===== src/rtl/cfw_pkg.sv =====
`timescale 1ns / 1ps
`default_nettype none

package cfw_pkg;

   // fixed point format
   localparam int FRAC_BITS = 16;
   localparam int FRAC_W    = FRAC_BITS + 1;
   localparam logic [FRAC_W-1:0] ONE_Q = {1'b1, {FRAC_BITS{1'b0}}};

   // field widths
   localparam int VEC_W = 24;
   localparam int CO_W  = 20;

   // vectors shrunk for the angle term: magnitudes below 2^(SHR_W-1)
   localparam int SHR_W   = 16;
   localparam int SQ_W    = 2 * SHR_W;
   localparam int MAG_W   = SQ_W - 1;
   localparam int PROD2_W = 2 * MAG_W;

   // front to back queue
   localparam int FIFO_DEPTH = 4;

   // one classified face, handed from the front to the back
   typedef struct packed {
      logic                 kill;
      logic                 den_zero;
      logic [FRAC_BITS-1:0] num;
      logic [FRAC_W-1:0]    den;
      logic [CO_W-1:0]      co;
      logic [PROD2_W-1:0]   n2;
      logic [PROD2_W-1:0]   d2;
   } face_item_type;

   typedef struct packed {
      logic full;
      logic empty;
   } fifo_status_type;

endpackage

`default_nettype wire


===== src/rtl/cfw_queue.sv =====
`timescale 1ns / 1ps
`default_nettype none

module cfw_queue #(
   parameter int DEPTH = cfw_pkg::FIFO_DEPTH
) (
   input  wire logic                   clock,
   input  wire logic                   reset,
   input  wire logic                   push,
   input  wire cfw_pkg::face_item_type push_item,
   input  wire logic                   pop,
   output cfw_pkg::face_item_type      head_item,
   output cfw_pkg::fifo_status_type    status
);

   import cfw_pkg::*;

   localparam int PTR_W = $clog2(DEPTH);
   localparam int CNT_W = $clog2(DEPTH + 1);

   face_item_type    mem_ff [DEPTH];
   logic [PTR_W-1:0] wr_ptr_ff, rd_ptr_ff, wr_ptr_in, rd_ptr_in;
   logic [CNT_W-1:0] count_ff, count_in;

   // pointer wrap and occupancy
   always_comb begin
      wr_ptr_in = wr_ptr_ff;
      rd_ptr_in = rd_ptr_ff;
      count_in  = count_ff;
      if (push) begin
         wr_ptr_in = (wr_ptr_ff == PTR_W'(DEPTH - 1)) ? '0 : wr_ptr_ff + 1'b1;
      end
      if (pop) begin
         rd_ptr_in = (rd_ptr_ff == PTR_W'(DEPTH - 1)) ? '0 : rd_ptr_ff + 1'b1;
      end
      case ({push, pop})
         2'b10:   count_in = count_ff + 1'b1;
         2'b01:   count_in = count_ff - 1'b1;
         default: count_in = count_ff;
      endcase
   end

   always_ff @(posedge clock) begin
      if (reset) begin
         wr_ptr_ff <= '0;
         rd_ptr_ff <= '0;
         count_ff  <= '0;
      end else begin
         wr_ptr_ff <= wr_ptr_in;
         rd_ptr_ff <= rd_ptr_in;
         count_ff  <= count_in;
      end
   end

   always_ff @(posedge clock) begin
      if (push) begin
         mem_ff[wr_ptr_ff] <= push_item;
      end
   end

   assign head_item    = mem_ff[rd_ptr_ff];
   assign status.full  = (count_ff == CNT_W'(DEPTH));
   assign status.empty = (count_ff == '0);

endmodule

`default_nettype wire


===== config.mk =====
export PLATFORM = sky130hd
export DESIGN_NAME = cfw_queue
export DESIGN_NICKNAME = d
export VERILOG_FILES = /design/src/rtl/cfw_pkg.sv /design/src/rtl/cfw_queue.sv
export SDC_FILE = /design/constraint.sdc
export NUM_CORES = 1
export LEC_CHECK = 0
export ABC_CLOCK_PERIOD_IN_PS = 9200
export BUFFER_PORTS_ARGS = -buffer_cell sky130_fd_sc_hd__buf_2
export CORE_MARGIN = 3
export CORE_UTILIZATION = 30
export CTS_CLUSTER_DIAMETER = 40
export DETAILED_ROUTE_END_ITERATION = 8
export GPL_TIMING_DRIVEN = 0
export HOLD_SLACK_MARGIN = 0.05
export SYNTH_ARGS = -nofsm -noshare
export SYNTH_HDL_FRONTEND = slang
export SYNTH_SLANG_ARGS = --single-unit

===== constraint.sdc =====
create_clock -name clock -period 9.2 [get_ports clock]
set_input_delay 0.46 -clock clock [delete_from_list [all_inputs] [get_ports clock]]
set_output_delay 0.46 -clock clock [all_outputs]
set_load 0.01 [all_outputs]

==> Word level (Yosys, flattened, before mapping) <==
Memories as Yosys holds them, arrays and structs flattened. A register that Yosys moved wholly into a read port is not among the register bits.
Index checks and enable logic that the tools add are counted.
{ "totals": {"regBits": 7, "latchBits": 0, "ramBits": 716, "mem_bits_ro": 0, "inputBits": 183, "elab_cells": 22, "n_memories": 1} }
{ "op_classes": {"n_addsub": 4, "mul": 0, "div_mod_pow": 0, "n_lt_le_gt_ge": 0, "n_eq_ne": 5, "shift": 0, "mux": 7, "n_bitwise": 0, "reduce_logical": 2} }
{ "mem_list": {"columns": ["name", "words", "width", "rd", "rd_ports_with_merged_regs", "wr", "line", "source"], "rows": [
  ["mem_ff", 4, 179, 1, 1, 1, "cfw_queue.sv:21", "face_item_type mem_ff [DEPTH];"]
]} }
{ "ops": {"columns": ["operator", "n"], "rows": [
  ["$mux 2", 4],
  ["$eq 2x2->1 const B", 3],
  ["$pmux 3 s2", 1],
  ["$add 2x1->2 const B", 2],
  ["$add 3x1->3 const B", 1],
  ["$eq 3x3->1 const B", 1],
  ["$logic_not 3->1", 1],
  ["$sub 3x1->3 const B", 1],
  ["$eq 2x1->1 const B", 1],
  ["$mux 1", 2],
  ["$reduce_bool 2->1", 1]
]} }

==> Depth between registers and ports, before layout <==
{ "depth": {"word_depth": 4, "mapped_depth": 7, "mapped_depth_nobuf": 7} }

==> Worst setup path after synthesis <==
No wires, ideal clock.
{ "synth_path": {"path_kind": "flip-flop to flip-flop", "start": "reg wr_ptr_ff[0]", "end": "mem mem_ff[0][0] (netlist bit), enable pin", "setup_ns": 0.560, "arrival_ns": 4.622, "slack_ns": 4.018, "path_stages_with_launch": 4, "path_buffers": 0, "path_cell_list": "dfxtp_1 inv_1 ha_1 and2_1"} }
{ "synth_rtl": {"columns": ["item", "line", "source"], "rows": [
  ["start, declared", "cfw_queue.sv:22", "logic [PTR_W-1:0] wr_ptr_ff, rd_ptr_ff, wr_ptr_in, rd_ptr_in;"],
  ["start signal, assigned", "cfw_queue.sv:49", "wr_ptr_ff <= wr_ptr_in;"],
  ["end, declared", "cfw_queue.sv:21", null]
]} }
Straight into the memory's write port.

==> Flow_metrics.wiki <==
{| class="wikitable"
! Metric !! Value
|-
| Effective utilization at floorplan || 0.306
|-
| Power density of the placed cells || 242 nW/µm²
|-
| Unrepaired setup endpoints after global routing || no
|-
| Class of the tightest hold or removal check || in -> reg
|-
| Source-to-sink clock delay at the later pin of the worst-skew pair || 0.65 ns
|-
| Final critical-path setup slack || 5.58 ns
|-
| Tightest Pin Transition || 1.24 ns
|-
| Clock transition at the registers of the reported paths || 0.05 ns
|-
| DPL Wire Length || 35800 µm
|-
| CP Launch Type || register
|-
| Synth Flop Type || sky130_fd_sc_hd__edfxtp_1
|-
| Worst Path Class, Setup || reg -> out
|-
| Total count of max-transition violations in the final report || 0
|-
| Final Instance Area || 35300 µm²
|-
| Max Freq || 0.276 GHz
|-
| Met3 Resource Use GR || 0.0456
|-
| Sequential-to-total area share from yosys stat || 0.826
|-
| Non-filler instance count after layout || 2880
|-
| Ratio of final minimum period to clock period || 0.393
|-
| Met2 GRT Util || 0.214
|-
| Relative slew margins || 0.170
|-
| Dominant cells by area after synthesis || sky130_fd_sc_hd__edfxtp_1, sky130_fd_sc_hd__mux4_2, sky130_fd_sc_hd__dfxtp_1, sky130_fd_sc_hd__buf_6, sky130_fd_sc_hd__buf_2
|-
| Cell types with the highest counts after synthesis || sky130_fd_sc_hd__edfxtp_1, sky130_fd_sc_hd__mux4_2, sky130_fd_sc_hd__buf_2
|-
| Standby leakage power || 12.0 nW
|-
| Resize count post-CTS || 0
|-
| Number of antenna violations at the first check in global routing || 8
|-
| Post-Syn Instances || 983
|-
| Number of synthesized register bits || 725
|-
| Max-cap violations || 0
|-
| Die footprint || 91100 µm²
|-
| Vias in the first global route || 14342
|-
| Synthesized area || 26300 µm²
|-
| Yosys top cell by area || sky130_fd_sc_hd__edfxtp_1
|-
| Number of warning messages in the yosys log || 0
|-
| Clock Path Buffers || 3
|-
| TritonCTS clock tree || built
|-
| Area fraction of the dominant cell type after synthesis || 0.819
|-
| Setup Viol. Count Final || 0
|-
| Net count after synthesis || 1173
|-
| Remaining DRCs || 0
|-
| Total number of H-tree levels || 3
|-
| Number of hold-slack violations in the final timing report || 0
|-
| Synthesized area per cell || 26.7 µm²
|-
| Number of search-and-repair iterations in the first detailed-routing pass || 4
|-
| Maximum ir drop on the vdd rail || 0.157 mV
|-
| Required time at the endpoint of the critical path || 8.74 ns
|-
| Routed vias || 12834
|-
| Fraction of final layout cells with drive strength greater than 1 || 0.444
|-
| Number of clock sinks seen by CTS || 725
|-
| Total placed instance area || 29800 µm²
|-
| Multi-input logic area || 4280 µm²
|-
| Net count, final || 1833
|-
| Global-route wire length before repair || 88000 µm
|-
| Post-Place Worst Slack || 6.09 ns
|-
| FF+latch area || 21700 µm²
|-
| Top Usage Layer GRT || met2
|-
| Largest net degree at the start of global routing || 49
|-
| Final critical-path required period || 3.62 ns
|-
| Data arrival time of the critical path || 3.16 ns
|-
| Die X || 302 µm
|-
| Number of instances in the placed design || 2502
|-
| Run status || completed
|-
| Root buffer cell || sky130_fd_sc_hd__clkbuf_16
|-
| Global routing met1 resource utilization || 0.158
|-
| Total negative slack || 0 ns
|-
| Overall fraction of global-route tracks in use || 0.129
|-
| Buffer count from post-CTS setup fixing || 0
|-
| Leftover overflow at the end of global routing || 0
|-
| Initial DRC count || 859
|-
| Hold slack || 0.161 ns
|-
| Top-count cell post-synth || sky130_fd_sc_hd__edfxtp_1
|-
| I/O pin count || 364
|-
| Overall die height || 302 µm
|-
| Distinct cells, synth || 19
|-
| Count of flip-flops with a built-in enable after synthesis || 716
|-
| Worst setup skew after layout || 0.0184 ns
|-
| Area growth from synthesis to layout || 34.4%
|-
| Hold-fix buffer count after cts || 180
|-
| Number of nets with antenna violations after detailed routing || 0
|-
| Total wire length after detailed routing || 58500 µm
|-
| Largest fanout of any net on the critical path || 10
|-
| Port bufs || 363
|-
| Cell Rows || 107
|-
| WL/cell || 20.3 µm
|-
| Detailed-route vias per instance || 4.46
|-
| Sort of element at the end of the critical path || primary output
|-
| Area inside the core boundary || 85900 µm²
|-
| Routability Congestion || 0.704
|-
| Number of CTS-inserted buffers || 103
|-
| Ys async rst share || 0
|-
| Layout fillers || 7609
|}
-- worst paths after layout --
| path | from | endpoint | slack, ns | cells after the start |
|---|---|---|---|---|
| max | register | head_item[71] | 5.58 | 5 |
| min | pop | rd_ptr_ff[1] | 0.16 | 3 |
| max reg2reg | wr_ptr_ff[0] | mem_ff[0][147] | 6.67 | 6 |
| min reg2reg | count_ff[1] | count_ff[1] | 0.53 | 2 |
-- through the flow --
step / utilization / power, mW
6_report: 0.411 / 8.54
5_1_grt: 0.411 / 8.86
4_1_cts: 0.411 / 8.67
3_5_place_dp: 0.347 / 4.50
3_3_place_gp: 0.343 / 4.51
2_1_floorplan: - / 4.22
-- area by class of cell --
type	count	area share
flip-flops and latches	725	0.614
multi-input cells	211	0.121
repair buffers	555	0.112
clock buffers	113	0.0753
well taps	1144	0.0405
clock inverters	80	0.0278
plain buffers	40	0.00790
inverters	7	0.000744
diodes	5	0.000354
-- logic make-up (layout without fill, tap and decap cells) --
group,count (synthesis),after routing,synth area share
buf+inv,47,795,0.0116
flops,725,725,0.826
simple gates,16,16,0.00319
fa+ha+maj,7,7,0.00362
other cells,0,5,0
mux,181,181,0.154
xor+xnor,2,2,0.000667
compound gates,5,5,0.000953
-- state kept, by name, indices dropped and copies added, names as in the netlist, named ones only --
name and count:
mem_ff 716, count_ff 3, wr_ptr_ff 2, rd_ptr_ff 2
-- where the power goes --
| part | internal [mW] | leakage, nW | switching (mW) | total (mW) |
|---|---|---|---|---|
| sequential | 3.77 | 6.65 | 0.0264 | 3.80 |
| combinational | 0.324 | 3.63 | 0.359 | 0.683 |
| clock | 2.55 | 1.76 | 1.50 | 4.05 |
-- per-layer routing --
layer,up-vias,share of wire
li1,5649,-
met1,6671,0.39
met2,394,0.50
met3,110,0.078
met4,10,0.026
met5,-,0.0013
-- critical path, stage by stage (launching register included) --
cell and delay [ns]:
sky130_fd_sc_hd__dfxtp_1 0.30, sky130_fd_sc_hd__buf_2 0.25, sky130_fd_sc_hd__clkbuf_1 0.95, sky130_fd_sc_hd__buf_2 0.48
sky130_fd_sc_hd__mux4_2 0.37, sky130_fd_sc_hd__buf_2 0.17
-- layout by cell type, fill, tap and decap left out, drive strengths merged, types with 4 or more instances in the layout --
cell type,Yosys,routed
dfxtp,9,9
edfxtp,716,716
buf,33,408
clkbuf,7,120
inv,7,27
clkinv,0,36
bufinv,0,15
ha,6,6
dlygate4sd3,0,180
clkinvlp,0,9
mux4,179,179
and2,4,4
nor2,7,7
a21oi,4,4
diode,0,5
No activity file was read; power rests on OpenSTA's default activity.
